## src/design/sli_pkg.sv

```systemverilog
package sli_pkg;

	// default sizes
	localparam int DEF_MAX_LISTS   = 8;
	localparam int DEF_LIST_DEPTH  = 1024;
	localparam int DEF_DOC_ID_BITS = 16;

	// most results of one run
	localparam int RESULT_CAP = 64;

	// command codes
	localparam logic [2:0] CMD_APPEND = 3'd0;
	localparam logic [2:0] CMD_MARK   = 3'd1;
	localparam logic [2:0] CMD_UNMARK = 3'd2;
	localparam logic [2:0] CMD_CLEAR  = 3'd3;
	localparam logic [2:0] CMD_RUN    = 3'd4;

	// configuration register indexes
	localparam logic CFG_LIST_COUNT = 1'b0;
	localparam logic CFG_COPY_LIMIT = 1'b1;

	// controller to datapath
	typedef struct packed {
		logic clr_step;
		logic exec;
		logic init;
		logic pstart;
		logic cmp;
		logic del;
		logic pend;
		logic ochk;
		logic oemit;
		logic out_phase;
	} ctl_cmd_t;

	// datapath to controller
	typedef struct packed {
		logic clr_last;
		logic merge_done;
		logic lt;
		logic gt;
		logic next_pass;
		logic out_none;
		logic out_last;
	} dp_sts_t;

endpackage

```

## src/design/sli_ctrl.sv

```systemverilog
module sli_ctrl (
	input  logic              clk,
	input  logic              arst_n,
	input  logic              start,
	input  logic [2:0]        cmd,
	input  sli_pkg::dp_sts_t  sts,
	output sli_pkg::ctl_cmd_t ctl,
	output logic              busy
);
	import sli_pkg::*;

	typedef enum logic [10:0] {
		S_CLEAR  = 11'b000_0000_0001,
		S_IDLE   = 11'b000_0000_0010,
		S_INIT   = 11'b000_0000_0100,
		S_PSTART = 11'b000_0000_1000,
		S_RD     = 11'b000_0001_0000,
		S_CMP    = 11'b000_0010_0000,
		S_DEL    = 11'b000_0100_0000,
		S_PEND   = 11'b000_1000_0000,
		S_OCHK   = 11'b001_0000_0000,
		S_ORD    = 11'b010_0000_0000,
		S_OEM    = 11'b100_0000_0000
	} state_t;

	state_t state_q, state_d;

	// next state
	always_comb begin
		state_d = state_q;
		unique case (state_q)
			S_CLEAR:  if (sts.clr_last) state_d = S_IDLE;
			S_IDLE:   if (start && cmd == CMD_RUN) state_d = S_INIT;
			S_INIT:   state_d = S_PSTART;
			S_PSTART: state_d = S_RD;
			S_RD:     state_d = sts.merge_done ? S_PEND : S_CMP;
			S_CMP:    state_d = (sts.lt || sts.gt) ? S_RD : S_DEL;
			S_DEL:    state_d = S_RD;
			S_PEND:   state_d = sts.next_pass ? S_PSTART : S_OCHK;
			S_OCHK:   state_d = sts.out_none ? S_IDLE : S_ORD;
			S_ORD:    state_d = S_OEM;
			S_OEM:    state_d = sts.out_last ? S_IDLE : S_ORD;
			default:  state_d = S_IDLE;
		endcase
	end

	always_ff @(posedge clk or negedge arst_n) begin
		if (!arst_n) begin
			state_q <= S_CLEAR;
		end else begin
			state_q <= state_d;
		end
	end

	// commands to the datapath
	always_comb begin
		ctl.clr_step  = (state_q == S_CLEAR);
		ctl.exec      = (state_q == S_IDLE) && start;
		ctl.init      = (state_q == S_INIT);
		ctl.pstart    = (state_q == S_PSTART);
		ctl.cmp       = (state_q == S_CMP);
		ctl.del       = (state_q == S_DEL);
		ctl.pend      = (state_q == S_PEND);
		ctl.ochk      = (state_q == S_OCHK);
		ctl.oemit     = (state_q == S_OEM);
		ctl.out_phase = (state_q == S_OCHK) || (state_q == S_ORD) || (state_q == S_OEM);
	end

	assign busy = (state_q != S_IDLE);

endmodule

```

## config.mk

```make
export PLATFORM = sky130hd
export DESIGN_NAME = sli_ctrl
export DESIGN_NICKNAME = d
export VERILOG_FILES = /design/src/design/sli_pkg.sv /design/src/design/sli_ctrl.sv
export SDC_FILE = /design/constraint.sdc
export NUM_CORES = 1
export LEC_CHECK = 0
export BUFFER_PORTS_ARGS = -buffer_cell sky130_fd_sc_hd__buf_4
export CORE_UTILIZATION = 45
export CTS_CLUSTER_DIAMETER = 40
export DETAILED_ROUTE_END_ITERATION = 6
export PLACE_DENSITY = 0.74
export SKIP_LAST_GASP = 1
export SYNTH_ARGS = -nofsm -noshare
export SYNTH_HDL_FRONTEND = slang
export SYNTH_SLANG_ARGS = --single-unit
```

## constraint.sdc

```tcl
create_clock -name clk -period 1.6 [get_ports clk]
set_input_delay 0.32 -clock clk [delete_from_list [all_inputs] [get_ports clk]]
set_output_delay 0.32 -clock clk [all_outputs]
set_load 0.01 [all_outputs]
```

==> results.sh, run 1 <==
export IMPL_peakVddDrop_v=0.000770
export IMPL_r2r_cells=6
export IMPL_p_clk_share_pct=17.2
export IMPL_cts_root_buffer="clkbuf_4"
export IMPL_final_net_count=154
export IMPL_dpl_worst_slack_ps=-129
export IMPL_hold_viol=0
export IMPL_layout_drive_gt1_share_pct=62.9
export IMPL_routed_wl_um=2450
export IMPL_crit_fanout=3
export IMPL_cts_inserted_buffers=3
export IMPL_yosysTopAreaCell="dfrtp_1"
export IMPL_grt_overflow_total=0
export IMPL_power_density_mw_per_mm2=861
export IMPL_total_power_mw=1.17
export IMPL_die_area_sq_mm=0.00198
export IMPL_yosysSeqAreaShare_pct=33.9
export IMPL_syn_inst=85
export IMPL_p_comb_share_pct=54.7
export IMPL_worstSkewPairLatency_ps=280
export IMPL_cp_data_required_time_ps=1280
export IMPL_netlist_area_leader_share_pct=30.7
export IMPL_drtIter0Drc=16
export IMPL_rows=15
export IMPL_crit_type="flop to output pin"
export IMPL_syn_area_per_cell_sq_um=9.58
export IMPL_vias_per_cell=5.27
export IMPL_seq_power_share_pct=28.1
export IMPL_ios=24
export IMPL_synthesis_area_sq_um=815
export IMPL_first_pass_iters=4
export IMPL_area_growth_pct=67.3
export IMPL_arrival_ps=1660
export IMPL_switchingPower_uw=424
export IMPL_largest_register_ffs=11
export IMPL_synth_cell_types=37
export IMPL_utilization_pct=79.8
export IMPL_die_h_um=44.5
export IMPL_cts_sinks=11
export IMPL_post_route_drc_count=0
export IMPL_hold_class="input port to flop"
export IMPL_synth_edf_count=0
export IMPL_ys_seq_elements=11
export IMPL_hold_slack_ps=189
export IMPL_outcome="complete, but fails checks"
export IMPL_largest_registers="state_q x11"
export IMPL_grt_pass1_wl_um=3380
export IMPL_rsz0062_at_grt="yes"
export IMPL_placedCellCount=144
export IMPL_synthTopCellsByArea="dfrtp_1 31%, nor4b_1 5.4%, nor4_4 5.2%"
export IMPL_n_antenna_cell=0
export IMPL_wl_per_cell_um=14.8
export IMPL_routed_top_layer="met4"
export IMPL_min_path_cells=2
export IMPL_clockBufferDepth=2
export IMPL_hpwl_um=1490
export IMPL_drv_cap=0
export IMPL_tightestPinTransition_ps=310
export IMPL_vias=869
export IMPL_wl_met2_um=1300
export IMPL_largest_register="state_q"
export IMPL_core_area_sq_mm=0.00171
export IMPL_switching_share_pct=36.1
export IMPL_ys_top_cells_by_count="10 x dfrtp_1, 9 x nor2_1, 6 x nand2_1, 6 x nor3_1"
export IMPL_grt_antenna_before_repair=0
export IMPL_relSlewSlack_pct=79.0
export IMPL_post_route_period_util_pct=124
export IMPL_post_route_min_period_ps=1980
export IMPL_postRouteAntennaNets=0
export IMPL_async_flop_share_pct=100
export IMPL_startpoint_type="flop"
export IMPL_drt_met1_wl_um=1040
export IMPL_grt_pass1_vias=754
export IMPL_grtUsageTotal_pct=24.3
export IMPL_final_setup_worst_slack_ps=-380
export IMPL_clock_fmax_ghz=0.505
export IMPL_grt_max_degree=12
export IMPL_setup_viol=11
export IMPL_routed_wl_met3_um=68
export IMPL_maxSlewViolCount=0
export IMPL_worst_clock_skew_ps=9.88
export IMPL_start_util_pct=47.7
export IMPL_yosysMostFrequentCell="dfrtp_1"
export IMPL_die_x_um=44.5
export IMPL_endpoint_kind="output pin"
export IMPL_gp_congestion=0.839
export IMPL_yosys_warnings=0
export IMPL_cts_tree="yes"
export IMPL_final_cells=165
export IMPL_leakage_nw=0.658
export IMPL_p_int_uw=749
export IMPL_ys_flop_type="dfrtp_1"
export IMPL_path_clk_slew_ps=70
export IMPL_htreeDepth=1
export IMPL_syn_nets=98
export IMPL_failed_checks="negative setup slack"
export IMPL_port_buffers=23
-- stage by stage --
step	instance area (sq um)	TNS, ps
finish	1360	-3200
global route	1360	-4090
CTS	1290	-2800
detailed placement	1110	-266
global placement	1110	-177
floorplan	833	-116
-- logic make-up (layout without fill, tap and decap cells) --
| family | Yosys count | after routing | share of synthesized area [%] |
|---|---|---|---|
| DFF | 11 | 11 | 33.9 |
| and+or+nand+nor | 47 | 47 | 42.2 |
| xor gates and xnor gates | 3 | 3 | 3.23 |
| AOI/OAI and AO/OA | 15 | 15 | 13.2 |
| buffers and inverters | 9 | 64 | 7.37 |
-- path summary, 6_finish.rpt --
kind                                         from                      to  slack [ps]
hold / removal                             sts[5]  state_q[5]$_DFFE_PN0P_         190
min in group asynchronous                  arst_n  state_q[4]$_DFFE_PN0P_         410
setup reg to reg           state_q[5]$_DFFE_PN0P_  state_q[2]$_DFFE_PN0P_          40
max in group asynchronous                  arst_n  state_q[0]$_DFFE_PN1P_         960
hold reg to reg            state_q[9]$_DFFE_PN0P_  state_q[9]$_DFFE_PN0P_         660
setup / recovery           state_q[5]$_DFFE_PN0P_                  ctl[8]        -380
-- cell usage in the layout (no fill, tap or decap), drive strengths merged --
master and n:
inv 4, buf 55, and2b 1, nor2 9, nor4 2, a21oi 5, o21ai 2, a21o 2
o311a 2, clkbuf 4, and4 1, nor3 7, a211oi 1, nand2b 3, and4b 1, dlygate4sd3 1
o211ai 1, nand4b 1, o22a 1, nand3 1, or3b 1, o31ai 1, xor2 2, nor4b 6
and3 3, dfrtp 10, nand4 1, nand3b 2, xnor2 1, dfstp 1, and2 1, or2 1
nand2 6
-- metal layers --
layer  vias to the layer above  GRT usage [%]
met5                         -              0
met4                         0           10.9
met3                         4           4.90
met2                        19           40.6
met1                       427           30.1
li1                        419              -
-- power groups by stage --
| stage | Clock [mW] | Sequential [mW] | Combinational, mW |
|---|---|---|---|
| 6_report | 0.202 | 0.330 | 0.641 |
| 3_3_place_gp | 0 | 0.331 | 0.459 |
| 4_1_cts | 0.195 | 0.327 | 0.578 |
| 2_1_floorplan | 0 | 0.314 | 0.347 |
| 5_1_grt | 0.219 | 0.331 | 0.680 |
| 3_5_place_dp | 0 | 0.332 | 0.466 |
-- worst max-delay path, stage by stage (launching register included) --
cell	delay [ps]
dfrtp_1	410
nor4_4	320
nor4b_4	280
nand3_2	150
nor2_4	100
buf_4	120
-- area by class of cell --
cell class | instances | area [sq um]
repair buffers | 56 | 453
fillers | 100 | 345
inverters | 4 | 15.0
multi-input cells | 65 | 557
clock buffers | 4 | 26.3
well taps | 25 | 31.3
flip-flops and latches | 11 | 280
-- repair_timing --
| action | in CTS | in global routing |
|---|---|---|
| pin swaps | 7 | 3 |
| buffers inserted | 10 | 7 |
| setup endpoints to repair | 11 | 14 |
| hold endpoints to repair | 10 | 0 |
| resized for setup | 19 | 9 |
| hold buffers | 1 | 0 |
(Power assumes the default switching activity.)
==> run 2, diff against run 1 <==
--- a/config.mk
+++ b/config.mk
@@ -6,10 +6,12 @@
 export NUM_CORES = 1
 export LEC_CHECK = 0
 export BUFFER_PORTS_ARGS = -buffer_cell sky130_fd_sc_hd__buf_4
-export CORE_UTILIZATION = 45
+export CELL_PAD_IN_SITES_DETAIL_PLACEMENT = 1
+export CELL_PAD_IN_SITES_GLOBAL_PLACEMENT = 1
+export CORE_UTILIZATION = 33
 export CTS_CLUSTER_DIAMETER = 40
 export DETAILED_ROUTE_END_ITERATION = 6
-export PLACE_DENSITY = 0.74
+export PLACE_DENSITY_LB_ADDON = 0.1
 export SKIP_LAST_GASP = 1
 export SYNTH_ARGS = -nofsm -noshare
 export SYNTH_HDL_FRONTEND = slang
==> run 2 against run 1 <==
The flow still finishes with violations (negative setup slack). Utilization decreased by 22 points. Critical endpoint unchanged. Worst hold slack improved by 8.1 ps. Fmax decreased by 0.11%. Routed wire length increased by 11%. Setup slack got worse by 2.2 ps. Clock-buffer cell count unchanged. Final area decreased by 3.2%. Sequential cell count unchanged. Sequential share of layout area increased by 0.59 points.
==> results.sh, run 2 (synthesis gave the netlist of run 1 again) <==
export IMPL_outcome="complete, but fails checks"
export IMPL_failed_checks="negative setup slack"
export IMPL_largest_register_ffs=11
export IMPL_leakage_nw=0.640
export IMPL_setup_viol=11
export IMPL_tightestPinTransition_ps=559
export IMPL_relSlewSlack_pct=62.2
export IMPL_first_pass_iters=4
export IMPL_start_util_pct=35.8
export IMPL_routed_top_layer="met4"
export IMPL_grt_overflow_total=0
export IMPL_post_route_period_util_pct=124
export IMPL_drt_met1_wl_um=1120
export IMPL_hold_class="input port to flop"
export IMPL_postPlaceCellArea_sq_mm=0.00112
export IMPL_cts_inserted_buffers=3
export IMPL_grt_pass1_wl_um=4280
export IMPL_n_antenna_cell=0
export IMPL_grt_max_degree=12
export IMPL_startpoint_type="flop"
export IMPL_maxSlewViolCount=0
export IMPL_hold_viol=0
export IMPL_routed_wl_um=2730
export IMPL_hold_slack_ps=197
export IMPL_path_clk_slew_ps=70
export IMPL_cp_data_required_time_ps=1280
export IMPL_final_cells=162
export IMPL_fin_area_sq_mm=0.00132
export IMPL_seq_power_share_pct=28.2
export IMPL_wl_per_cell_um=16.9
export IMPL_worst_clock_skew_ps=4.47
export IMPL_grt_antenna_before_repair=0
export IMPL_total_power_mw=1.16
export IMPL_post_route_min_period_ps=1980
export IMPL_rsz0062_at_grt="yes"
export IMPL_clock_fmax_ghz=0.504
export IMPL_area_growth_pct=61.9
export IMPL_crit_type="flop to output pin"
export IMPL_cts_sinks=11
export IMPL_crit_fanout=3
export IMPL_peakVddDrop_v=0.000575
export IMPL_post_route_drc_count=0
export IMPL_cts_root_buffer="clkbuf_4"
export IMPL_die_area_sq_mm=0.00267
export IMPL_wl_met2_um=1440
export IMPL_die_h_um=51.7
export IMPL_routed_wl_met3_um=86
export IMPL_layout_drive_gt1_share_pct=59.0
export IMPL_vias_per_cell=5.27
export IMPL_final_common_cell="buf_4"
export IMPL_hpwl_um=1830
export IMPL_endpoint_kind="output pin"
export IMPL_vias=854
export IMPL_clockBufferDepth=2
export IMPL_grtUsageTotal_pct=23.1
export IMPL_switchingPower_uw=439
export IMPL_core_area_sq_mm=0.00228
export IMPL_rows=17
export IMPL_htreeDepth=1
export IMPL_cts_tree="yes"
export IMPL_most_common_layout_cells="44 x buf_4, 8 x nor2_1, 8 x dfrtp_1"
export IMPL_arrival_ps=1660
export IMPL_largest_registers="state_q x11"
export IMPL_placedCellCount=148
export IMPL_largest_register="state_q"
export IMPL_gp_congestion=0.728
export IMPL_p_comb_share_pct=55.1
export IMPL_switching_share_pct=37.9
export IMPL_ios=24
export IMPL_worstSkewPairLatency_ps=270
export IMPL_port_buffers=23
export IMPL_power_density_mw_per_mm2=879
export IMPL_utilization_pct=57.9
export IMPL_postRouteAntennaNets=0
export IMPL_dpl_worst_slack_ps=-94.7
export IMPL_die_x_um=51.7
export IMPL_drv_cap=0
export IMPL_grt_pass1_vias=927
export IMPL_tns_ps=-3020
export IMPL_p_clk_share_pct=16.7
export IMPL_p_int_uw=721
export IMPL_final_setup_worst_slack_ps=-383
export IMPL_drtIter0Drc=10
export IMPL_final_net_count=148
==> run 2: layer usage <==
| metal | up-vias | global-route usage (%) |
|---|---|---|
| met5 | - | 0 |
| met3 | 8 | 3.80 |
| met1 | 417 | 23.6 |
| li1 | 406 | - |
| met2 | 23 | 42.9 |
| met4 | 0 | 14.9 |
==> run 2: what timing repair did <==
action	in CTS	in global routing
setup endpoints to repair	11	13
gates cloned	0	0
gates resized for setup	18	5
buffers inserted	4	5
hold endpoints to repair	10	0
pin swaps	4	3
hold buffers	1	0
==> run 2: path summary, 6_finish.rpt <==
| kind | startpoint | to | slack [ps] | cells after the start |
|---|---|---|---|---|
| max reg2reg | state_q[10]$_DFFE_PN0P_ | state_q[1]$_DFFE_PN0P_ | 10 | 4 |
| min in group asynchronous | arst_n | state_q[6]$_DFFE_PN0P_ | 430 | 2 |
| max in group asynchronous | arst_n | state_q[0]$_DFFE_PN1P_ | 950 | 2 |
| min | sts[5] | state_q[5]$_DFFE_PN0P_ | 200 | 2 |
| max | state_q[6]$_DFFE_PN0P_ | ctl[8] | -380 | 5 |
| min reg2reg | state_q[9]$_DFFE_PN0P_ | state_q[9]$_DFFE_PN0P_ | 690 | 2 |
==> run 2: layout make-up <==
type,instances,area [sq um]
Clock buffer,4,26.3
Fill cell,281,957
Inverter,4,15.0
Sequential cell,11,279
Multi-Input combinational cell,65,567
Timing Repair Buffer,50,397
Tap cell,28,35.0
==> run 2: critical path, stage by stage (launching register included) <==
cell and delay (ps):
dfrtp_2 420, nor4_4 290, nor4b_4 290, nand3_2 160, nor2_4 100, buf_4 120
==> run 2: power groups by stage <==
| stage | registers (mW) | clock network (mW) | logic, mW |
|---|---|---|---|
| after CTS | 0.327 | 0.198 | 0.570 |
| final | 0.327 | 0.193 | 0.639 |
| after global placement | 0.331 | 0 | 0.456 |
| after floorplan | 0.314 | 0 | 0.347 |
| after global routing | 0.330 | 0.215 | 0.687 |
| after detailed placement | 0.332 | 0 | 0.475 |
==> run 3, diff against run 2 <==
--- a/config.mk
+++ b/config.mk
@@ -12,6 +12,7 @@
 export CTS_CLUSTER_DIAMETER = 40
 export DETAILED_ROUTE_END_ITERATION = 6
 export PLACE_DENSITY_LB_ADDON = 0.1
+export SETUP_SLACK_MARGIN = 0.05
 export SKIP_LAST_GASP = 1
 export SYNTH_ARGS = -nofsm -noshare
 export SYNTH_HDL_FRONTEND = slang
==> run 3 against run 2 <==
The run still ends with negative setup slack left. Clock-buffer cell count unchanged. Fmax fell by 3.4%. Sequential cell count unchanged. Setup slack lost 69 ps. First-iteration DRC count up 10%. Global-route usage fell by 0.76 points. Die area stayed put. Non-clock buffer count rose by 9. Routed wire length up 1.5%. Final area up 8.8%. Sequential power is essentially flat. Critical path type unchanged. Largest cell class unchanged.
==> results.sh, run 3 (synthesis gave the netlist of run 1 again) <==
export IMPL_cts_tree="yes"
export IMPL_grt_max_degree=12
export IMPL_leakage_nw=0.695
export IMPL_clock_fmax_ghz=0.487
export IMPL_die_area_sq_mm=0.00267
export IMPL_r2r_cells=8
export IMPL_wl_met2_um=1420
export IMPL_cp_data_required_time_ps=1280
export IMPL_setup_viol=14
export IMPL_largest_registers="state_q x11"
export IMPL_wl_per_cell_um=16.2
export IMPL_rsz0062_at_grt="yes"
export IMPL_crit_fanout=3
export IMPL_die_x_um=51.7
export IMPL_outcome="complete, but fails checks"
export IMPL_layout_drive_gt1_share_pct=66.4
export IMPL_grt_pass1_vias=915
export IMPL_crit_type="flop to output pin"
export IMPL_cts_root_buffer="clkbuf_4"
export IMPL_drtIter0Drc=11
export IMPL_die_h_um=51.7
export IMPL_final_setup_worst_slack_ps=-452
export IMPL_htreeDepth=1
export IMPL_holdPathEnd="state_q[5]$_DFFE_PN0P_"
export IMPL_largest_register_ffs=11
export IMPL_post_route_drc_count=0
export IMPL_post_route_min_period_ps=2050
export IMPL_arrival_ps=1730
export IMPL_vias=894
export IMPL_worst_clock_skew_ps=12.2
export IMPL_cts_sinks=11
export IMPL_gp_congestion=0.754
export IMPL_post_route_period_util_pct=128
export IMPL_grt_antenna_before_repair=0
export IMPL_worstSkewPairLatency_ps=290
export IMPL_grt_overflow_total=0
export IMPL_peakVddDrop_v=0.000567
export IMPL_vias_per_cell=5.23
export IMPL_maxSlewViolCount=0
export IMPL_start_util_pct=35.8
export IMPL_grtUsageTotal_pct=22.3
export IMPL_dpl_worst_slack_ps=-110
export IMPL_rows=17
export IMPL_most_common_layout_cells="45 x buf_4, 12 x buf_6, 8 x nor2_1"
export IMPL_first_pass_iters=4
export IMPL_drv_cap=0
export IMPL_hpwl_um=1780
export IMPL_ff2ff_setup_slack_ps=-130
export IMPL_largest_register="state_q"
export IMPL_hold_path_startpoint="sts[5]"
export IMPL_ios=24
export IMPL_routed_wl_met3_um=120
export IMPL_clockBufferDepth=2
export IMPL_routed_wl_um=2770
export IMPL_r2r_start="state_q[6]$_DFFE_PN0P_"
export IMPL_cts_inserted_buffers=3
export IMPL_startpoint_type="flop"
export IMPL_area_growth_pct=76.2
export IMPL_relSlewSlack_pct=73.3
export IMPL_postRouteAntennaNets=0
export IMPL_rr_endpoint="state_q[2]$_DFFE_PN0P_"
export IMPL_power_density_mw_per_mm2=877
export IMPL_endpoint_kind="output pin"
export IMPL_tightestPinTransition_ps=400
export IMPL_n_antenna_cell=0
export IMPL_port_buffers=23
export IMPL_routed_top_layer="met4"
export IMPL_grt_pass1_wl_um=4190
export IMPL_drt_met1_wl_um=1210
export IMPL_final_common_cell="buf_4"
export IMPL_hold_class="input port to flop"
export IMPL_final_net_count=157
export IMPL_core_area_sq_mm=0.00228
export IMPL_min_path_cells=2
export IMPL_hold_viol=0
export IMPL_failed_checks="negative setup slack"
export IMPL_utilization_pct=63.1
export IMPL_path_clk_slew_ps=90
## run 3: power by group
part / switching (mW) / internal, mW / total [mW] / leakage [nW]
Combinational: 0.333 / 0.386 / 0.719 / 0.539
Sequential: 0.0291 / 0.301 / 0.330 / 0.141
Clock: 0.113 / 0.0968 / 0.209 / 0.0150
Total: 0.475 / 0.784 / 1.26 / 0.695
## run 3: stage by stage
stage          area (sq um)  hold slack (ps)  setup TNS (ps)  std cells  power (mW)
2_1_floorplan           835             24.4            -116         85       0.661
3_3_place_gp           1140              163            -191        150       0.813
3_5_place_dp           1140              169            -483        150       0.832
4_1_cts                1340              182           -3550        166        1.16
5_1_grt                1440              184           -5220        171        1.33
6_report               1440              192           -4290        171        1.26
## run 3: cell type report
type / instances / area (sq um)
Inverter: 4 / 15.0
Multi-Input combinational cell: 65 / 581
Sequential cell: 11 / 280
Clock buffer: 4 / 26.3
Tap cell: 28 / 35.0
Fill cell: 266 / 841
Timing Repair Buffer: 59 / 498
## run 3: critical path, stage by stage, from the launching register on
cell and delay (ps):
dfrtp_2 430, nor4_4 300, nor4b_4 320, nand3_2 170, nor2_4 110, buf_4 120
## run 3: per-layer routing
layer / global-route usage, % / vias up
met2: 39.2 / 31
met3: 6.14 / 6
met1: 25.2 / 433
li1: - / 424
met4: 9.46 / 0
met5: 0 / -
## run 3: worst max path at each step
stage / start / to / slack [ps]
floorplan: state_q[6]$_DFFE_PN0P_ / ctl[8] / -120
global placement: state_q[1]$_DFFE_PN0P_ / ctl[3] / -50
detailed placement: state_q[6]$_DFFE_PN0P_ / ctl[8] / -110
CTS: state_q[6]$_DFFE_PN0P_ / ctl[8] / -430
global route: state_q[6]$_DFFE_PN0P_ / ctl[8] / -540
finish: state_q[6]$_DFFE_PN0P_ / ctl[8] / -450
## run 3: timing repair
item / 4_1_cts / 5_1_grt
gates resized for setup: 23 / 14
pin swaps: 7 / 3
hold buffers: 1 / 0
setup buffers: 11 / 6
endpoints found under the setup margin: 12 / 17
endpoints found under the hold margin: 10 / 0
